<file path="src/design/dri_pkg.sv">
// Shared types and constants for the dead-reckoning pose integrator.
package dri_pkg;

    // Default sine table size, as log2 of the number of entries per turn.
    localparam int TABLE_BITS_DEF = 12;

    // Heading register width: two turns in units of 2^-16 turn.
    localparam int HEAD_BITS = 17;

    // Shared multiplier operand and product widths.
    localparam int MUL_W  = 33;
    localparam int PROD_W = 2 * MUL_W;

    // Odd polynomial coefficients of the quarter-wave sine, Q30.
    localparam logic [30:0] SIN_C1 = 31'd1686629713;
    localparam logic [30:0] SIN_C3 = 31'd693598669;
    localparam logic [30:0] SIN_C5 = 31'd85569306;
    localparam logic [30:0] SIN_C7 = 31'd5026995;
    localparam logic [30:0] SIN_C9 = 31'd172272;

    // One odometry tick.
    typedef struct packed {
        logic signed [15:0] linear_velocity;
        logic signed [19:0] angular_rate;
        logic        [15:0] time_step;
    } in_item_t;

    // Pose and yaw quaternion after one tick.
    typedef struct packed {
        logic signed [31:0] pos_x;
        logic signed [31:0] pos_y;
        logic        [16:0] heading_angle;
        logic signed [15:0] quat_z;
        logic signed [15:0] quat_w;
    } out_item_t;

    // Operand pair for the shared multiplier.
    typedef struct packed {
        logic signed [MUL_W-1:0] a;
        logic signed [MUL_W-1:0] b;
    } mul_op_t;

endpackage

</file>
<file path="src/design/dead_reckoning_pose_integrator_core.sv">
// Top level of the dead-reckoning pose integrator: sequencer, state and datapath.
//
//  Channel | Direction | Handshake            | Payload
//  --------+-----------+----------------------+---------------------------------
//  in      | input     | in_valid / in_ready  | in_item  (velocity, rate, step)
//  out     | output    | out_valid / out_ready| out_item (pose, yaw quaternion)
//
// Between one input transfer and the next, a tick passes through the idle state,
// four sine evaluations of six multiplications each and five pose
// multiplications, every multiplication taking an issue and a write-back step
// on the single shared 33 x 33 multiplier, and a final step to load the result.
// After reset the pose is zero and in_ready is high at once.
// The result sits in an output register; a stalled output holds the next tick
// in its final cycle until the register is free.
module dead_reckoning_pose_integrator_core
    import dri_pkg::*;
#(
    parameter int TABLE_BITS = TABLE_BITS_DEF
)
(
    input  logic      clk,
    input  logic      rst_n,
    input  logic      in_valid,
    output logic      in_ready,
    input  in_item_t  in_item,
    output logic      out_valid,
    input  logic      out_ready,
    output out_item_t out_item
);

    localparam int QUART_BITS = TABLE_BITS - 2;
    localparam int SHIFT_X    = 30 - QUART_BITS;

    typedef enum logic [5:0] {
        ST_IDLE     = 6'b000001,
        ST_TRIG_MUL = 6'b000010,
        ST_TRIG_WB  = 6'b000100,
        ST_POSE_MUL = 6'b001000,
        ST_POSE_WB  = 6'b010000,
        ST_FINISH   = 6'b100000
    } state_t;

    // Sequencer state.
    state_t      state_reg, state_next;
    logic [2:0]  k_reg, k_next;
    logic [1:0]  trig_reg, trig_next;
    logic        out_valid_reg, out_valid_next;

    // Pose state.
    logic signed [31:0]    x_reg, x_next;
    logic signed [31:0]    y_reg, y_next;
    logic [HEAD_BITS-1:0]  heading_reg, heading_next;

    // Working registers.
    logic signed [15:0] vel_reg, vel_next;
    logic signed [19:0] rate_reg, rate_next;
    logic [15:0]        dt_reg, dt_next;
    logic [30:0]        x2_reg, x2_next;
    logic [30:0]        t_reg, t_next;
    logic signed [31:0] tmp_reg, tmp_next;
    logic signed [15:0] trig_val_reg [4];
    logic signed [15:0] trig_val_next [4];
    out_item_t          out_item_reg, out_item_next;

    // Shared multiplier.
    mul_op_t                  mop;
    logic signed [PROD_W-1:0] prod;

    dri_mul u_mul (
        .clk  (clk),
        .op   (mop),
        .prod (prod)
    );

    // Table index of the current sine evaluation and the quarter-wave argument.
    logic [TABLE_BITS-1:0] half_idx;
    logic [TABLE_BITS-1:0] base_idx;
    logic [1:0]            quad;
    logic [QUART_BITS-1:0] rem;
    logic [QUART_BITS:0]   rr;
    logic [30:0]           arg_x;

    assign half_idx = heading_reg[HEAD_BITS-1 -: TABLE_BITS];
    assign base_idx = trig_reg[1] ? half_idx : {half_idx[TABLE_BITS-2:0], 1'b0};
    assign quad     = base_idx[TABLE_BITS-1 -: 2] + {1'b0, trig_reg[0]};
    assign rem      = base_idx[QUART_BITS-1:0];
    assign rr       = quad[0] ? ({1'b1, {QUART_BITS{1'b0}}} - {1'b0, rem}) : {1'b0, rem};
    assign arg_x    = {rr, {SHIFT_X{1'b0}}};

    // Product views for the write-back steps.
    logic [31:0]        q30;
    logic [16:0]        s_rnd;
    logic signed [15:0] s_mag;
    logic signed [15:0] s_val;
    logic signed [24:0] d_pos;
    logic [16:0]        d_head;
    logic signed [31:0] pos_old;
    logic signed [32:0] pos_sum;
    logic signed [31:0] pos_sat;

    assign q30    = prod[61:30];
    assign s_rnd  = 17'((q30 + 32'h0000_4000) >> 15);
    assign s_mag  = (s_rnd > 17'd32767) ? 16'sd32767 : 16'(s_rnd);
    assign s_val  = quad[1] ? -s_mag : s_mag;
    assign d_pos  = prod[47:23];
    assign d_head = prod[32:16];

    // Saturating position update for x or y.
    assign pos_old = (k_reg == 3'd1) ? x_reg : y_reg;
    assign pos_sum = {pos_old[31], pos_old} + {{8{d_pos[24]}}, d_pos};
    assign pos_sat = (pos_sum[32] != pos_sum[31])
                   ? (pos_sum[32] ? 32'sh8000_0000 : 32'sh7fff_ffff)
                   : pos_sum[31:0];

    // Multiplier operand selection.
    always_comb
    begin
        mop.a = '0;
        mop.b = '0;
        if (state_reg == ST_TRIG_MUL)
        begin
            case (k_reg)
                3'd0:
                begin
                    mop.a = {2'b00, arg_x};
                    mop.b = {2'b00, arg_x};
                end
                3'd1:
                begin
                    mop.a = {2'b00, x2_reg};
                    mop.b = {2'b00, SIN_C9};
                end
                3'd5:
                begin
                    mop.a = {2'b00, arg_x};
                    mop.b = {2'b00, t_reg};
                end
                default:
                begin
                    mop.a = {2'b00, x2_reg};
                    mop.b = {2'b00, t_reg};
                end
            endcase
        end
        else if (state_reg == ST_POSE_MUL)
        begin
            // The x step takes the cosine, the y step the sine.
            case (k_reg)
                3'd0:
                begin
                    mop.a = MUL_W'(vel_reg);
                    mop.b = MUL_W'(trig_val_reg[1]);
                end
                3'd2:
                begin
                    mop.a = MUL_W'(vel_reg);
                    mop.b = MUL_W'(trig_val_reg[0]);
                end
                3'd4:
                begin
                    mop.a = MUL_W'(rate_reg);
                    mop.b = {{(MUL_W-16){1'b0}}, dt_reg};
                end
                default:
                begin
                    mop.a = MUL_W'(tmp_reg);
                    mop.b = {{(MUL_W-16){1'b0}}, dt_reg};
                end
            endcase
        end
    end

    // Sequencer and datapath updates.
    always_comb
    begin
        state_next     = state_reg;
        k_next         = k_reg;
        trig_next      = trig_reg;
        out_valid_next = out_valid_reg;
        x_next         = x_reg;
        y_next         = y_reg;
        heading_next   = heading_reg;
        vel_next       = vel_reg;
        rate_next      = rate_reg;
        dt_next        = dt_reg;
        x2_next        = x2_reg;
        t_next         = t_reg;
        tmp_next       = tmp_reg;
        trig_val_next  = trig_val_reg;
        out_item_next  = out_item_reg;

        // The output register empties on a transfer.
        if (out_valid_reg && out_ready)
        begin
            out_valid_next = 1'b0;
        end

        unique case (state_reg)
            ST_IDLE:
            begin
                if (in_valid)
                begin
                    vel_next   = in_item.linear_velocity;
                    rate_next  = in_item.angular_rate;
                    dt_next    = in_item.time_step;
                    k_next     = 3'd0;
                    trig_next  = 2'd0;
                    state_next = ST_TRIG_MUL;
                end
            end
            ST_TRIG_MUL:
            begin
                state_next = ST_TRIG_WB;
            end
            ST_TRIG_WB:
            begin
                // Horner steps of the quarter-wave polynomial.
                case (k_reg)
                    3'd0: x2_next = q30[30:0];
                    3'd1: t_next  = 31'(SIN_C7 - q30[30:0]);
                    3'd2: t_next  = 31'(SIN_C5 - q30[30:0]);
                    3'd3: t_next  = 31'(SIN_C3 - q30[30:0]);
                    3'd4: t_next  = 31'(SIN_C1 - q30[30:0]);
                    default: trig_val_next[trig_reg] = s_val;
                endcase
                if (k_reg == 3'd5)
                begin
                    k_next = 3'd0;
                    if (trig_reg == 2'd1)
                    begin
                        state_next = ST_POSE_MUL;
                    end
                    else if (trig_reg == 2'd3)
                    begin
                        state_next = ST_FINISH;
                    end
                    else
                    begin
                        trig_next  = trig_reg + 2'd1;
                        state_next = ST_TRIG_MUL;
                    end
                end
                else
                begin
                    k_next     = k_reg + 3'd1;
                    state_next = ST_TRIG_MUL;
                end
            end
            ST_POSE_MUL:
            begin
                state_next = ST_POSE_WB;
            end
            ST_POSE_WB:
            begin
                // Velocity times trig, then times the time step, then the heading.
                case (k_reg) inside
                    3'd0, 3'd2: tmp_next = prod[31:0];
                    3'd1: x_next = pos_sat;
                    3'd3: y_next = pos_sat;
                    default: heading_next = heading_reg + d_head;
                endcase
                if (k_reg == 3'd4)
                begin
                    k_next     = 3'd0;
                    trig_next  = 2'd2;
                    state_next = ST_TRIG_MUL;
                end
                else
                begin
                    k_next     = k_reg + 3'd1;
                    state_next = ST_POSE_MUL;
                end
            end
            ST_FINISH:
            begin
                // Load the result once the output register is free.
                if (!out_valid_reg || out_ready)
                begin
                    out_item_next.pos_x         = x_reg;
                    out_item_next.pos_y         = y_reg;
                    out_item_next.heading_angle = heading_reg;
                    out_item_next.quat_z        = trig_val_reg[2];
                    out_item_next.quat_w        = trig_val_reg[3];
                    out_valid_next              = 1'b1;
                    state_next                  = ST_IDLE;
                end
            end
            default:
            begin
                state_next = ST_IDLE;
            end
        endcase
    end

    // Control and pose registers.
    always_ff @(posedge clk or negedge rst_n)
    begin
        if (!rst_n)
        begin
            state_reg     <= ST_IDLE;
            k_reg         <= '0;
            trig_reg      <= '0;
            out_valid_reg <= 1'b0;
            x_reg         <= '0;
            y_reg         <= '0;
            heading_reg   <= '0;
        end
        else
        begin
            state_reg     <= state_next;
            k_reg         <= k_next;
            trig_reg      <= trig_next;
            out_valid_reg <= out_valid_next;
            x_reg         <= x_next;
            y_reg         <= y_next;
            heading_reg   <= heading_next;
        end
    end

    // Payload registers.
    always_ff @(posedge clk)
    begin
        vel_reg      <= vel_next;
        rate_reg     <= rate_next;
        dt_reg       <= dt_next;
        x2_reg       <= x2_next;
        t_reg        <= t_next;
        tmp_reg      <= tmp_next;
        trig_val_reg <= trig_val_next;
        out_item_reg <= out_item_next;
    end

    assign in_ready  = (state_reg == ST_IDLE);
    assign out_valid = out_valid_reg;
    assign out_item  = out_item_reg;

    // A transfer starts the first sine evaluation at its first step.
    assert property (@(posedge clk) disable iff (!rst_n)
        (in_valid && in_ready) |=> (state_reg == ST_TRIG_MUL && k_reg == 3'd0
                                    && trig_reg == 2'd0))
        else $error("tick did not start at the first sine step");

    // The step counter stays within the longest sub-sequence.
    assert property (@(posedge clk) disable iff (!rst_n)
        k_reg <= 3'd5)
        else $error("step counter out of range");

    // The heading holds while a sine of it is being evaluated.
    assert property (@(posedge clk) disable iff (!rst_n)
        (state_reg == ST_TRIG_WB) |=> $stable(heading_reg))
        else $error("heading changed during a sine evaluation");

    // Clamped quaternion terms never reach the most negative code.
    assert property (@(posedge clk) disable iff (!rst_n)
        out_valid |-> (out_item.quat_z != 16'sh8000 && out_item.quat_w != 16'sh8000))
        else $error("quaternion term out of range");

    // A new result is loaded only when the output register is free.
    assert property (@(posedge clk) disable iff (!rst_n)
        (state_reg == ST_FINISH && out_valid_reg && !out_ready) |=> (state_reg == ST_FINISH))
        else $error("result loaded over a pending result");

endmodule

</file>
<file path="src/design/dri_mul.sv">
// Shared signed multiplier with a registered product.
module dri_mul
    import dri_pkg::*;
(
    input  logic                     clk,
    input  mul_op_t                  op,
    output logic signed [PROD_W-1:0] prod
);

    // One multiplication per cycle; the product is held in a register.
    logic signed [PROD_W-1:0] prod_reg;

    always_ff @(posedge clk)
    begin
        prod_reg <= op.a * op.b;
    end

    assign prod = prod_reg;

endmodule
</file>
<file path="config.mk">
export PLATFORM = sky130hd
export DESIGN_NAME = dead_reckoning_pose_integrator_core
export DESIGN_NICKNAME = d
export VERILOG_FILES = /design/src/design/dri_pkg.sv /design/src/design/dead_reckoning_pose_integrator_core.sv /design/src/design/dri_mul.sv
export SDC_FILE = /design/constraint.sdc
export NUM_CORES = 2
export LEC_CHECK = 0
export BUFFER_PORTS_ARGS = -buffer_cell sky130_fd_sc_hd__buf_2
export CAP_MARGIN = 10
export CORE_ASPECT_RATIO = 1.75
export CORE_MARGIN = 10
export CORE_UTILIZATION = 55
export CTS_BUF_LIST = sky130_fd_sc_hd__clkbuf_4 sky130_fd_sc_hd__clkbuf_8 sky130_fd_sc_hd__clkbuf_16
export DETAILED_ROUTE_END_ITERATION = 16
export GPL_ROUTABILITY_DRIVEN = 0
export GPL_TIMING_DRIVEN = 0
export PLACE_DENSITY = 0.84
export SYNTH_ARGS = -nofsm -noshare
export SYNTH_HDL_FRONTEND = slang
export SYNTH_SLANG_ARGS = --single-unit
export TNS_END_PERCENT = 1
</file>
<file path="constraint.sdc">
create_clock -name clk -period 9.2 [get_ports clk]
set_input_delay 2.76 -clock clk [delete_from_list [all_inputs] [get_ports clk]]
set_output_delay 2.76 -clock clk [all_outputs]
set_load 0.05 [all_outputs]
</file>
==> results of run 1 <==
==> routing by layer <==
| metal | GRT overflow | track usage |
|---|---|---|
| met5 | 0 | 0.275 |
| met4 | 44 | 0.568 |
| met3 | 5 | 0.515 |
| met2 | 109 | 0.750 |
| met1 | 5 | 0.535 |
==> stage by stage <==
step	util	hold WS [ns]	setup WS, ns	setup TNS [ns]
after CTS	0.637	0.403	-0.467	-4.64
after global placement	0.580	0.386	-3.07	-208.39
after floorplan	-	0.386	0.00354	0
after detailed placement	0.583	0.390	-3.02	-90.26
==> repair_timing <==
action / in CTS
setup endpoints to repair: 48
gates cloned: 1
buffers inserted: 141
gates resized for setup: 761
pin swaps: 133
==> logic make-up after synthesis <==
logic type | Yosys count
xor+xnor | 153
flops | 478
compound gates | 843
simple gates | 1836
buf+inv | 1439
mux | 19
fa+ha+maj | 1378
==> results.sh, run 1 <==
export IMPL_stop_error="[ERROR GRT-0232] Routing congestion too high. Check the congestion heatmap in the GUI."
export IMPL_lastStage="global routing"
export IMPL_grt_max_degree=64
export IMPL_synth_top_area_share=0.369
export IMPL_synth_adder_area_share=0.431
export IMPL_yosysMostFrequentCell="inv_1"
export IMPL_syn_area_per_cell_um2=9.58
export IMPL_post_dp_cell_area_um2=61900
export IMPL_cts_buffers=48
export IMPL_syn_inst=6146
export IMPL_synth_xor_area_share=0.0229
export IMPL_synth_edf_count=323
export IMPL_ios=171
export IMPL_synth_top_family_by_area="adder cells"
export IMPL_synth_seq_cells=478
export IMPL_synth_area_leaders="fa_1, edfxtp_1, inv_1"
export IMPL_grt_usage=0.591
export IMPL_synth_mux_area_frac=0.00342
export IMPL_async_flop_share=0.195
export IMPL_start_util=0.555
export IMPL_dieHeight_um=453
export IMPL_synth_flop_cell="edfxtp_1"
export IMPL_yosys_cell_types_count=106
export IMPL_status="did not finish"
export IMPL_yosys_top_cells_count="inv_1, fa_1, nand2_1, nor2_1, edfxtp_1"
export IMPL_htreeDepth=2
export IMPL_synth_simple_area_share=0.130
export IMPL_placedCellCount=7695
export IMPL_die_x_um=267
export IMPL_cts_num_sinks=478
export IMPL_overflow=163
export IMPL_portBuffers=170
export IMPL_clockRootBuffer="clkbuf_16"
export IMPL_yosysTopAreaCell="fa_1"
export IMPL_rows=158
export IMPL_clk_path_buf_depth=3
export IMPL_hpwl_um=182000
export IMPL_synthesis_nets=7574
export IMPL_yosysWarnings=0
export IMPL_ys_seq_area_frac=0.225
export IMPL_cts_hold_buf=0
export IMPL_synth_compound_area_frac=0.0938
export IMPL_netlist_area_um2=58900
==> run 2, diff against run 1 <==
--- a/config.mk
+++ b/config.mk
@@ -7,14 +7,12 @@
 export LEC_CHECK = 0
 export BUFFER_PORTS_ARGS = -buffer_cell sky130_fd_sc_hd__buf_2
 export CAP_MARGIN = 10
-export CORE_ASPECT_RATIO = 1.75
 export CORE_MARGIN = 10
-export CORE_UTILIZATION = 55
-export CTS_BUF_LIST = sky130_fd_sc_hd__clkbuf_4 sky130_fd_sc_hd__clkbuf_8 sky130_fd_sc_hd__clkbuf_16
+export CORE_UTILIZATION = 40
 export DETAILED_ROUTE_END_ITERATION = 16
 export GPL_ROUTABILITY_DRIVEN = 0
 export GPL_TIMING_DRIVEN = 0
-export PLACE_DENSITY = 0.84
+export PLACE_DENSITY_LB_ADDON = 0.15
 export SYNTH_ARGS = -nofsm -noshare
 export SYNTH_HDL_FRONTEND = slang
 export SYNTH_SLANG_ARGS = --single-unit
==> constraint.sdc (replaced) <==
create_clock -name clk -period 12 [get_ports clk]
set_input_delay 3.6 -clock clk [delete_from_list [all_inputs] [get_ports clk]]
set_output_delay 3.6 -clock clk [all_outputs]
set_load 0.05 [all_outputs]
==> run 2 against run 1 <==
  * The run now ends clean
  * Synthesized cell count stayed put
  * Synthesized area unchanged
==> results.sh, run 2 <==
export IMPL_status="completed"
export IMPL_cp_slowest_cell="clkbuf_1"
export IMPL_first_pass_iters=8
export IMPL_cts_tree="done"
export IMPL_yosysMostFrequentCell="inv_1"
export IMPL_netlist_area_um2=58900
export IMPL_rr_worst_depth=35
export IMPL_hold_depth=0
export IMPL_pre_cts_ws_ns=-2.11
export IMPL_cp_depth=35
export IMPL_synth_edf_count=323
export IMPL_cts_buffers=46
export IMPL_hold_class="flip-flop to flip-flop"
export IMPL_cts_num_sinks=478
export IMPL_antenna_found_initial=9
export IMPL_drc=0
export IMPL_grtUsageMet1=0.372
export IMPL_ant_nets=0
export IMPL_yosys_top_cells_count="inv_1, fa_1, nand2_1, nor2_1, edfxtp_1"
export IMPL_yosysWarnings=0
export IMPL_power_density_nw_per_um2=72.3
export IMPL_rows=140
export IMPL_yosysTopAreaCell="fa_1"
export IMPL_largest_register_ffs=113
export IMPL_post_dp_cell_area_um2=62700
export IMPL_hold_slack_ns=0.400
export IMPL_clock_skew_ns=0.0339
export IMPL_multi_input_area_um2=40500
export IMPL_drive_above_1_share=0.0812
export IMPL_layout_nets=7820
export IMPL_clockRootBuffer="clkbuf_16"
export IMPL_worstPathArrival_ns=12.34
export IMPL_final_area_um2=64700
export IMPL_clkLatencyLatePin_ns=0.62
export IMPL_use_met2=0.412
export IMPL_hpwl_um=189000
export IMPL_cp_top_family="adder cells"
export IMPL_path_clk_slew_ns=0.08
export IMPL_post_drt_wl_per_cell_um=27.0
export IMPL_crit_fanout=10
export IMPL_max_freq_ghz=0.0841
export IMPL_viasPerCell=5.56
export IMPL_vias=46500
export IMPL_grt_usage=0.276
export IMPL_syn_area_per_cell_um2=9.58
export IMPL_critPathBufInv=10
export IMPL_totalWireLength_um=225000
export IMPL_gr_usage_met3=0.0757
export IMPL_startpoint_type="flip-flop"
export IMPL_layout_setup_ws_ns=0.114
export IMPL_cap_violations=0
export IMPL_post_route_min_period_ns=11.89
export IMPL_finalSetupViolCount=0
export IMPL_grt_max_degree=54
export IMPL_synth_flop_cell="edfxtp_1"
export IMPL_die_x_um=404
export IMPL_path_class="flip-flop to flip-flop"
export IMPL_cp_slowest_stage_delay_ns=1.03
export IMPL_ios=171
export IMPL_final_common_cell="inv_1"
export IMPL_ir_drop_v=0.0000984
export IMPL_synth_area_leaders="fa_1, edfxtp_1, inv_1"
export IMPL_portBuffers=170
export IMPL_synth_top_area_share=0.369
export IMPL_grt_pass1_wl_um=329000
export IMPL_async_flop_share=0.195
export IMPL_dieHeight_um=404
export IMPL_slew_headroom=0.0537
export IMPL_overflow=0
export IMPL_fp_dieArea_um2=163000
export IMPL_grt_pass1_vias=47600
export IMPL_nFillCells=14300
export IMPL_cp_required_ns=12.46
export IMPL_syn_to_final_growth_pct=9.82
export IMPL_rsz0062_at_grt="no"
export IMPL_drt_iter0_drc=4746
export IMPL_register_area_um2=13300
export IMPL_synth_seq_cells=478
export IMPL_max_slew_worst_pin_slew_ns=1.42
export IMPL_yosys_cell_types_count=106
export IMPL_p_leak_nw=30.4
export IMPL_start_util=0.404
export IMPL_htreeDepth=2
export IMPL_hold_viol=0
export IMPL_ys_seq_area_frac=0.225
export IMPL_fin_crit_sh=0.990
export IMPL_maxSlewViolCount=0
export IMPL_clk_path_buf_depth=3
export IMPL_mostFrequentLayoutCells="inv_1, fa_1, nand2_1"
export IMPL_top_usage_layer="met2"
export IMPL_core_area_um2=146000
export IMPL_syn_inst=6146
export IMPL_endpoint_kind="flip-flop"
export IMPL_synthesis_nets=7574
export IMPL_critPathMostFrequentCell="fa_1"
[run 2: layout make-up]
type                    count  area share
diodes                      2   0.0000774
plain buffers             288      0.0200
clock buffers              56      0.0193
clock inverters            30     0.00422
inverters                1141      0.0662
multi-input cells        4229       0.626
flip-flops and latches    478       0.205
well taps                1917      0.0371
repair buffers            208      0.0219
[run 2: timing repair]
item,4_1_cts,5_1_grt
buffers inserted,6,3
hold buffers,0,0
resized for setup,70,86
pin swaps,5,4
hold endpoints to repair,0,0
setup endpoints to repair,25,13
[run 2: power breakdown]
part           leakage [nW]  internal, mW  switching (mW)
combinational          24.7         0.298           0.972
sequential             4.98          1.84          0.0774
clock                 0.749         0.804           0.693
[run 2: logic make-up after synthesis]
kind of cell	after synthesis	share of synthesized area
and+or+nand+nor	1836	0.130
buffers and inverters	1439	0.0937
adders and majority gates	1378	0.431
AOI/OAI and AO/OA	843	0.0938
DFF	478	0.225
xor gates and xnor gates	153	0.0229
muxes	19	0.00342
[run 2: stage by stage]
stage	std cells	TNS (ns)	utilization	total power [mW]
6_report	8349	0	0.443	4.68
5_1_grt	8347	0	0.443	4.82
4_1_cts	8348	-0.00172	0.442	4.64
3_5_place_dp	8261	-22.55	0.430	3.12
3_3_place_gp	8233	-36.76	0.426	3.10
2_1_floorplan	6146	0	-	2.52
[run 2: worst paths after layout]
| path | slack [ns] | endpoint | startpoint |
|---|---|---|---|
| min in group asynchronous | 3.00 | y_reg[21] | rst_n |
| worst min-delay path | 0.40 | tmp_reg[1] | u_mul.prod[1] |
| max in group asynchronous | 8.27 | heading_reg[1] | rst_n |
| worst max-delay path | 0.11 | u_mul.prod[56] | k_reg[0] |
| worst min register to register | 0.40 | tmp_reg[1] | u_mul.prod[1] |
| worst max register to register | 0.11 | u_mul.prod[56] | k_reg[0] |
[run 2: per-layer routing]
metal | share of wire | wire length [µm] | vias up
met1 | 0.40 | 90100 | 23700
li1 | - | - | 19800
met5 | 0.000053 | 12 | -
met4 | 0.061 | 13700 | 2
met2 | 0.43 | 96600 | 2409
met3 | 0.11 | 24700 | 524
No activity file was read; power rests on OpenSTA's default activity.
